## src/sv/gn2t_ram.sv

```systemverilog
`timescale 1ns / 1ps
module gn2t_ram #(
    parameter int WIDTH = 8,
    parameter int DEPTH = 256
) (
    input  logic                     i_clk,
    input  logic                     i_we,
    input  logic [$clog2(DEPTH)-1:0] i_waddr,
    input  logic [WIDTH-1:0]         i_wdata,
    input  logic [$clog2(DEPTH)-1:0] i_raddr,
    output logic [WIDTH-1:0]         o_rdata
);

    logic [WIDTH-1:0] r_mem [DEPTH];
    logic [WIDTH-1:0] r_rdata;

    always_ff @(posedge i_clk) begin
        if (i_we) begin
            r_mem[i_waddr] <= i_wdata;
        end
        r_rdata <= r_mem[i_raddr];
    end

    assign o_rdata = r_rdata;

endmodule

```

## config.mk

```make
export PLATFORM = sky130hd
export DESIGN_NAME = gn2t_ram
export DESIGN_NICKNAME = d
export VERILOG_FILES = /design/src/sv/gn2t_ram.sv
export SDC_FILE = /design/constraint.sdc
export NUM_CORES = 2
export LEC_CHECK = 0
export BUFFER_PORTS_ARGS = -buffer_cell sky130_fd_sc_hd__buf_2
export CAP_MARGIN = 40
export CORE_MARGIN = 3
export CORE_UTILIZATION = 60
export DETAILED_ROUTE_END_ITERATION = 8
export GPL_TIMING_DRIVEN = 0
export PLACE_DENSITY_LB_ADDON = 0.12
export SYNTH_ARGS = -nofsm -noshare
export SYNTH_HDL_FRONTEND = slang
export SYNTH_SLANG_ARGS = --single-unit
export TNS_END_PERCENT = 30
```

## constraint.sdc

```tcl
create_clock -name i_clk -period 2.65 [get_ports i_clk]
set_input_delay 0.1325 -clock i_clk [delete_from_list [all_inputs] [get_ports i_clk]]
set_output_delay 0.1325 -clock i_clk [all_outputs]
set_load 0.03 [all_outputs]
```

After elaboration in Yosys (flattened, before gate mapping)
Memories as Yosys holds them, arrays and structs flattened. A register that Yosys moved wholly into a read port is not among the register bits.
Index checks and enable logic that the tools add are counted.
Word-level totals
  register bits: 0
  RAM bits: 2048
  memories: 1
  output and inout bits: 8
  input port bits: 26
Memories
  r_mem: words 256, width 8, rd ports 1, clocked after memory_dff 1, write ports 1, line 14  | logic [WIDTH-1:0] r_mem [DEPTH];
Operators by class
  mux-type cells: 2
Operators with widths (count)
  two-way mux 1 bit: 2

Logic depth before layout (Yosys ltp)
  word-level depth: 2
  depth in mapped cells: 11
  gate-level depth less buffers: 6

Worst setup path before layout
OpenSTA, ideal clock, no wires.
  path kind: input to register
  start point: input i_raddr[0]
  end point: register r_rdata[2], in the netlist o_rdata[2], read port of r_mem
  setup slack: 0.580 ns
  arrival time: 1.939 ns
  path buffers: 4
  data required time: 2.519 ns
  stages on the path: 9
  path through: buf_6 -> buf_12 -> buf_8 -> buf_2 -> mux4_2 -> a22oi_1 -> a21oi_1 -> nor4_1 -> nor4_2
RTL lines
  start: declaration: line 10  | input logic [$clog2(DEPTH)-1:0] i_raddr,
  end: declaration: line 15  | logic [WIDTH-1:0] r_rdata;

==> summary.md <==
| Metric | Value |
|---|---|
| Clk buf depth | `3` |
| Layout Nets | `4,130` |
| DR vias/cell | `7.07` |
| Most frequent cells in the layout | `edfxtp_1, mux4_2, nor2_1, clkbuf_16, mux2i_1` |
| Status | `complete, but fails checks` |
| Setup TNS | `-0.826 ns` |
| # IOs | `34` |
| Clock Latency Late Sink | `0.86 ns` |
| WHS | `between 0.1 and 0.15 ns` |
| Slew margin rel. | `30.0%` |
| Final design area excluding fillers | `~90,000 µm²` |
| Max cap viols | `0` |
| Main combinational cell family by area after synthesis | `multiplexers` |
| Final std cells w/o fill | `6,022` |
| Drc violations | `0` |
| Simple-gate share of the synthesized area | `2.63%` |
| Asr flop ratio synth | `0%` |
| CP required | `3.32 ns` |
| Post-DP HPWL | `156 mm` |
| DR pass1 iterations | `8` |
| Fin crit period | `~2.8 ns` |
| Initial Utilization | `60.9%` |
| Yosys top cell area share | `77.3%` |
| Mapped Area | `79,600 µm²` |
| Final hold violations | `0` |
| Synth Area in Compound Gates | `3.42%` |
| Max FO, Critical Path | `10` |
| YS warnings | `0` |
| Final worst slack | `-0.185 ns` |
| Drt total wl | `235 mm` |
| Synth Net Count | `3,759` |
| Period utilization | `107%` |
| Failing checks | `setup timing` |
| First-pass GRT wire length | `323 mm` |
| Area Growth Syn to Fin | `13.2%` |
| Worst min-delay path class | `input pin to flop` |
| Vias in the first global route | `40,961` |
| Netlist cell types | `55` |
| Layout cells sized above 1 | `approximately a quarter` |
| Total track usage | `34.9%` |
| Mean area per synthesized cell | `21.3 µm²` |
| Post-Synth XOR/XNOR Area | `0%` |
| Die height | `370 µm` |
| Largest net degree at the start of global routing | `150` |
| Clk root buf | `clkbuf_16` |
| Commonest non-fill, non-tap cell in the layout | `edfxtp_1` |
| Remaining antenna violation count | `0` |
| Power per cell area | `745 nW/µm²` |
| CTS Buf Count | `198` |
| Skew final | `0.0200 ns` |
| Num rows | `132` |
| Multi-input logic area | `16,700 µm²` |
| Grt total ovfl | `0` |
| FF/Latch Area | `61,700 µm²` |
| 1st-iter DRT viols | `~7,000` |
| Worst ir drop on vdd | `0.689 mV` |
| IO Port Bufs | `26` |
| Placed instance count | `5,631` |
| CTS tree | `yes` |
| Crit end category | `flop` |
| CTS clk-pin slew, worst paths | `about 0.06 ns` |
| Die area | `around 140,000 µm²` |
| Synth Instances | `3,733` |
| Setup-failing EPs final | `7` |
| Number of synthesized flops with an enable pin | `2,048` |
| Post-synth top area cell | `edfxtp_1` |
| Via Count | `42,593` |
| Mux cell area share after synthesis | `14.6%` |
| RePlAce Congestion | `0.945` |
| Die span in x | `roughly 370 µm` |
| Post-synthesis register bit count | `about 2,100` |
| Ranking of synthesized cells by area | `edfxtp_1, mux4_2, mux2i_1` |
| Top_reg_cell synth | `edfxtp_1` |
| Unrepaired setup endpoints after global routing | `true` |
| Fmax | `roughly 350 MHz` |
| Avg WL per Cell | `39.0 µm` |
| Worst EP arrival | `3.51 ns` |
| Register area share after synthesis | `77.5%` |
| Leak | `approximately 0.028 µW` |
| Fill cells | `8,014` |
| Initial antenna violation count | `19` |
| Pre-CTS setup slack | `-1.69 ns` |
| Worst Setup Start Kind | `input pin` |
| Post-DP Area | `~83,000 µm²` |
| Max H-tree Level | `4` |
| Synth Area in Adders | `0%` |
| Worst slew pin tran | `1.05 ns` |
| Core area | `131,000 µm²` |
| TritonCTS sink count | `2,056` |
| Crit path kind | `input pin to flop` |
| Pins over their slew limit | `0` |
==> metal layers <==
metal	up-vias	wire (µm)	global-route usage, %
li1	16469	-	-
met1	22201	84100	48.5
met2	3281	106000	50.9
met3	640	30900	10.3
met4	2	14100	18.0
met5	-	11	0
==> power by group <==
part           internal (µW)  switching, µW  total, µW
combinational           1270           2720       3990
clock                  15000          12200      27200
sequential             35900           21.2      35900
total                  52100          14900      67100
==> path summary, 6_finish.rpt <==
check / slack (ns) / depth (start not counted) / from / endpoint
worst max-delay path: -0.19 / 10 / i_raddr[2] / o_rdata[5]
worst min-delay path: 0.10 / 3 / i_waddr[3] / r_mem[172][3]
worst max register to register: 0.01 / 6 / r_mem[87][4] / o_rdata[4]
worst min register to register: 1.36 / 5 / r_mem[241][2] / o_rdata[2]
==> cells by family (layout without fill, tap and decap cells) <==
group | count (synthesis) | in the layout
simple gates | 466 | 466
other cells | 0 | 11
mux | 591 | 591
flops | 2056 | 2056
compound gates | 385 | 385
buf+inv | 235 | 771
==> cell usage after synthesis (13+ instances only) <==
| cell type | n |
|---|---|
| a211oi_1 | 16 |
| buf_4 | 27 |
| mux4_2 | 454 |
| a21oi_1 | 96 |
| nor4_1 | 24 |
| nand3_1 | 34 |
| clkbuf_1 | 111 |
| a22oi_1 | 133 |
| buf_2 | 31 |
| nor2b_1 | 31 |
| buf_1 | 22 |
| o22ai_1 | 28 |
| nor2_1 | 282 |
| edfxtp_1 | 2048 |
| buf_6 | 21 |
| a221oi_1 | 13 |
| nor3_1 | 22 |
| o221ai_1 | 46 |
| mux2i_1 | 134 |
| buf_8 | 13 |
| nand2_1 | 33 |
==> worst max-delay path, stage by stage <==
cell and delay (ns):
buf_2 0.23, buf_4 0.39, and2_1 0.18, buf_1 0.53, clkbuf_2 0.48, a22oi_1 0.16, a21oi_1 0.48, nor4_2 0.17
buf_2 0.21, nor4_2 0.52
==> stage by stage <==
stage | util [%] | power (µW)
2_1_floorplan | - | 38400
3_3_place_gp | 62.7 | 40300
3_5_place_dp | 63.8 | 40400
4_1_cts | 68.8 | 67000
5_1_grt | 68.9 | 68400
6_report | 68.9 | 67100
==> flip-flops by register name, indices dropped and copies added (netlist names) <==
name,flops
r_mem,2048
o_rdata,8
==> repair_timing <==
action                                   CTS  global route
hold buffers                              10             0
endpoints found under the hold margin   1004             0
resized for setup                         53            36
endpoints found under the setup margin    16            78
pin swaps                                  1             0
buffers inserted                           0             0
==> final cells by class <==
class / instances / area share (%)
diodes: 11 / 0.0306
plain buffers: 233 / 1.70
clock buffers: 255 / 5.85
clock inverters: 110 / 0.992
inverters: 2 / 0.00834
multi-input cells: 1442 / 18.5
flip-flops and latches: 2056 / 68.5
well taps: 1742 / 2.42
repair buffers: 171 / 2.04
Power figures use the tool's default switching activity.
