**config.mk**
```make
export PLATFORM = sky130hd
export DESIGN_NAME = gn2t_mul
export DESIGN_NICKNAME = d
export VERILOG_FILES = /design/src/sv/gn2t_pkg.sv /design/src/sv/gn2t_mul.sv
export SDC_FILE = /design/constraint.sdc
export NUM_CORES = 2
export LEC_CHECK = 0
export BUFFER_PORTS_ARGS = -buffer_cell sky130_fd_sc_hd__buf_2
export CAP_MARGIN = 5
export CORE_ASPECT_RATIO = 0.75
export CORE_MARGIN = 2
export CORE_UTILIZATION = 55
export CTS_CLUSTER_SIZE = 8
export DETAILED_ROUTE_END_ITERATION = 7
export GPL_TIMING_DRIVEN = 0
export PLACE_DENSITY = 0.72
export SYNTH_ARGS = -nofsm -noshare
export SYNTH_HDL_FRONTEND = slang
export SYNTH_SLANG_ARGS = --single-unit
export TNS_END_PERCENT = 5
```
**constraint.sdc**
```tcl
create_clock -name i_clk -period 13.3 [get_ports i_clk]
set_input_delay 1.33 -clock i_clk [delete_from_list [all_inputs] [get_ports i_clk]]
set_output_delay 1.33 -clock i_clk [all_outputs]
set_load 0.01 [all_outputs]
```
**src/sv/gn2t_pkg.sv**
```systemverilog
`timescale 1ns / 1ps
package gn2t_pkg;

    localparam int TABLE_DEPTH_DEF     = 256;
    localparam int MAX_OCTAVE_LOG2_DEF = 16;

    // field and register widths
    localparam int PERIOD_W  = 9;
    localparam int OCTAVE_W  = 5;
    localparam int CFG_IDX_W = 2;
    localparam int ENTRY_W   = 8;
    localparam int COORD_W   = 32;
    localparam int NOISE_W   = 40;
    localparam int FRAC_W    = 16;

    // shared multiplier widths
    localparam int MUL_AW = 34;
    localparam int MUL_BW = 22;
    localparam int MUL_PW = MUL_AW + MUL_BW;

    // configuration register indexes
    localparam logic [CFG_IDX_W-1:0] CFG_PERIOD = 2'd0;
    localparam logic [CFG_IDX_W-1:0] CFG_OCTAVE = 2'd1;

    // request kinds
    localparam logic REQ_LOAD = 1'b0;
    localparam logic REQ_EVAL = 1'b1;

    typedef enum logic [2:0] {
        S_IDLE,
        S_PRE,
        S_RDA,
        S_MODA,
        S_RDH,
        S_MUL,
        S_ACC,
        S_DONE
    } t_state;

endpackage

```
**src/sv/gn2t_mul.sv**
```systemverilog
`timescale 1ns / 1ps
module gn2t_mul
    import gn2t_pkg::*;
(
    input  logic                     i_clk,
    input  logic signed [MUL_AW-1:0] i_a,
    input  logic signed [MUL_BW-1:0] i_b,
    output logic signed [MUL_PW-1:0] o_p
);

    logic signed [MUL_PW-1:0] r_p;

    // registered signed product
    always_ff @(posedge i_clk) begin
        r_p <= MUL_PW'(i_a) * MUL_PW'(i_b);
    end

    assign o_p = r_p;

endmodule

```
# == Word-level counts from Yosys, hierarchy flattened ==
# Index checks and enable logic that the tools add are counted.
# classes
n_mul,1
# op_table
cell,count
multiplier 34 x 22 -> 56 bit,1
# totals
regBits,56
inputBits,57
out_inout_bits,56

# == Longest topological paths before layout ==
# logic_depth
word_depth,1
depth_mapped,27
ltp_nobuf,25

# == Worst setup path before layout ==
# No wires, ideal clock.
# synth_timing
path_type,input to register
from,input i_b[4]
to,register r_p[54] (netlist: o_p[54])
arrival_time_ns,7.853
setup_slack_ns,5.375
cell_stages,25
path_buffers,2
path_cell_list,clkbuf_1 -> and2_1 -> fa_1 -> inv_1 -> fa_1 -> inv_1 -> fa_1 -> inv_1 -> fa_1 -> inv_1 -> fa_1 -> fa_1 -> inv_1 -> fa_1 -> inv_1 -> ha_1 -> buf_2 -> and4_1 -> and3_1 -> a221o_1 -> a21o_1 -> a2111oi_4 -> nor2_2 -> a311oi_2 -> xnor2_1
# synth_between
elab_chain_cells,1
# synth_rtl
element,line,rtl
start: declaration,gn2t_mul.sv:7,"input logic signed [MUL_BW-1:0] i_b,"
multiplier 34 x 22 -> 56 bit,gn2t_mul.sv:15,r_p <= MUL_PW'(i_a) * MUL_PW'(i_b);
end signal: assignment,gn2t_mul.sv:15,
end: declaration,gn2t_mul.sv:11,logic signed [MUL_PW-1:0] r_p;
# Every way passes these cells.

# == Worst setup path after layout ==
# layout_timing
from,input i_b[8]
to,register r_p[52] (netlist: o_p[52])
# The elaborated chain is that of the path after synthesis.

==> impl_metrics.yaml <==
clock_network:
  cts_buffers: 5
  clkTransAtPathRegs_ps: 80
  hold_buffers: 0
  postCtsSetupRepairBufs: 0
  cts_tree: "done"
  clock_path_buffers: 2
  cts.sink_count: 56
  cts-resized-gates: 0
  cts-root-buf: "clkbuf_16"
  htree_levels: 2
synth:
  ys.flop_type: "dfxtp_1"
  synth_enable_flop_cells: 0
  ys_seq_area_share_pct: 4.13
  ys_async_sr_fraction_pct: 0
  synthCells: 2933
  synth_nets: 3890
  yosysWarnings: 0
  syn_area_per_cell_um2: 9.26
  netlist_area_um2: 27100
  synthDistinctLibCells: 64
  ys_ff_latch: 56
drt:
  detail-route-antenna-nets: 0
  routedWlPerCell_um: 24.7
  dr.pass1.iters: 6
  vias: 20829
  vias_per_cell: 5.63
  drtIter0Drc: 2180
  routed_wl_um: 91400
  drc: 0
cells_and_area:
  largest_reg_flops: 56
  layout-drive-gt1-share_pct: 4.95
  syn_to_final_growth_pct: 5.57
  finalNetCount: 4006
  n_fill_cell: 4341
timing:
  finalMaxSlewViolations: 0
  worstMarginPinSlew_ps: 1250
  layout_min_cycle_time_ps: 9940
  fin_setup_tns_ps: 0
  final-hold-violation-count: 0
  setup_viol_count_final: 0
  max_freq_ghz: 0.101
  slew_headroom_pct: 16.7
  rsz0062_at_grt: "no"
  final.period_utilization_pct: 74.7
die:
  dieHeight_um: 196
  initial_core_util_pct: 55.7
  core.rowCount: 70
  io_pins: 113
  core_area_um2: 48800
  die_x_um: 261
  dieArea_um2: 51200
place:
  hpwl_um: 77400
  place.gp.congestion: 1.03
  io_buffers: 109
global_routing:
  first_global_vias: 22507
  grt_overflow_total: 0
  antenna_found_initial: 5
  track_usage_pct: 37.6
  grt_pass1_wl_um: 138000
  grt_max_degree: 20
setup_path:
  crit_type: "input pin to register"
  required_ps: 13540
  critPathArrivalTime_ps: 10180
  startpoint_type: "input pin"
  end_kind: "register"
  cp_max_fo: 10
worst_hold_path:
  hold_path.class: "input pin to register"
job:
  max_cap_viol_count: 0
status:
  outcome: "completed"
==> cell usage after synthesis, drive strengths merged, types with 2 or more instances <==
| cell type | n | area share (%) |
|---|---|---|
| a2111oi | 3 | 0.26 |
| a211oi | 6 | 0.17 |
| a21boi | 2 | 0.055 |
| a21o | 36 | 1.0 |
| a21oi | 54 | 1.1 |
| a221o | 2 | 0.074 |
| a31oi | 5 | 0.14 |
| and2 | 297 | 6.9 |
| and3 | 3 | 0.069 |
| and4 | 4 | 0.13 |
| buf | 11 | 0.21 |
| clkbuf | 142 | 2.0 |
| dfxtp | 56 | 4.1 |
| fa | 741 | 55 |
| ha | 159 | 7.3 |
| inv | 751 | 10 |
| nand2 | 450 | 6.2 |
| nand2b | 8 | 0.18 |
| nand3 | 10 | 0.18 |
| nand4 | 13 | 0.30 |
| nor2 | 45 | 0.63 |
| nor2b | 5 | 0.12 |
| nor3 | 3 | 0.055 |
| nor3b | 2 | 0.074 |
| o2111ai | 2 | 0.065 |
| o211ai | 3 | 0.083 |
| o21a | 6 | 0.17 |
| o21ai | 26 | 0.53 |
| o21bai | 4 | 0.11 |
| o22ai | 3 | 0.092 |
| o31ai | 4 | 0.16 |
| xnor2 | 40 | 1.3 |
| xor2 | 22 | 0.71 |
==> logic make-up after synthesis <==
group / count (synthesis) / share of synthesized area, %
AO/OA/AOI/OAI: 166 / 4.39
XOR/XNOR: 62 / 2.00
adder cells (fa/ha/maj): 900 / 62.0
buffers and inverters: 904 / 12.6
flip-flops: 56 / 4.13
AND/OR/NAND/NOR: 845 / 15.0
==> final cells by class <==
class / count / area (um^2) / share of cell area (%)
Multi-Input combinational cell: 1973 / 22600 / 78.9
Tap cell: 648 / 811 / 2.83
Clock buffer: 5 / 125 / 0.437
Sequential cell: 56 / 1120 / 3.91
Inverter: 751 / 2820 / 9.84
Clock inverter: 3 / 27.5 / 0.0960
Antenna cell: 1 / 2.50 / 0.00873
Buffer: 153 / 591 / 2.06
Timing Repair Buffer: 109 / 546 / 1.90
==> per-layer routing <==
| layer | track usage [%] | wire length [um] | vias to the layer above |
|---|---|---|---|
| li1 | - | - | 8607 |
| met4 | 16.5 | 4800 | 8 |
| met1 | 50.9 | 35300 | 10669 |
| met2 | 54.8 | 38400 | 1302 |
| met3 | 13.2 | 12700 | 243 |
| met5 | 1.53 | 136 | - |
==> final timing paths <==
kind	start	endpoint	slack (ps)	cells past startpoint
min	i_b[0]	o_p[0]$_DFF_P_	1330	2
max	i_b[8]	o_p[52]$_DFF_P_	3360	23
==> worst max-delay path, cell delays in order <==
cell and delay (ps):
buf_2 270, clkbuf_1 910, nand2_1 290, fa_1 520
fa_1 550, inv_1 70, fa_1 820, inv_1 290
fa_1 540, inv_1 60, fa_1 550, fa_1 430
fa_1 450, ha_1 290, clkbuf_1 310, and4_1 480
and3_1 420, inv_1 80, a211oi_1 850, a2111oi_4 140
o31ai_1 290, a21oi_1 120, xnor2_1 130
==> through the flow <==
step / cell area (um^2) / worst slack [ps] / cells / util, % / hold WS (ps)
floorplan: 27100 / 5380 / 2933 / - / 1460
global placement: 28500 / 3440 / 3690 / 58.4 / 1670
detailed placement: 28500 / 3280 / 3690 / 58.4 / 1670
CTS: 28700 / 3630 / 3698 / 58.7 / 1310
global route: 28700 / 3370 / 3698 / 58.7 / 1330
finish: 28700 / 3360 / 3699 / 58.8 / 1330
==> layout by cell type, fill, tap and decap left out, types with 5 or more instances in the layout <==
| cell type | Yosys | routed |
|---|---|---|
| dfxtp_1 | 56 | 56 |
| o21ai_1 | 8 | 8 |
| fa_1 | 741 | 741 |
| inv_1 | 750 | 750 |
| ha_1 | 159 | 159 |
| nand4_1 | 13 | 13 |
| nand3_1 | 10 | 10 |
| and2_1 | 296 | 296 |
| buf_2 | 6 | 115 |
| xor2_1 | 22 | 22 |
| nor2b_1 | 5 | 5 |
| o21a_1 | 6 | 6 |
| o21ai_0 | 16 | 16 |
| nand2b_1 | 8 | 8 |
| nor2_1 | 44 | 44 |
| a21oi_1 | 48 | 48 |
| a211oi_1 | 6 | 6 |
| a21o_1 | 36 | 36 |
| nand2_1 | 450 | 450 |
| clkbuf_1 | 141 | 141 |
| a21oi_2 | 6 | 6 |
| clkbuf_16 | 0 | 5 |
| xnor2_1 | 40 | 40 |
Power is left out: the tool's default activity adds up to more than one toggle a clock period on the data nets, which glitch-free logic cannot reach.
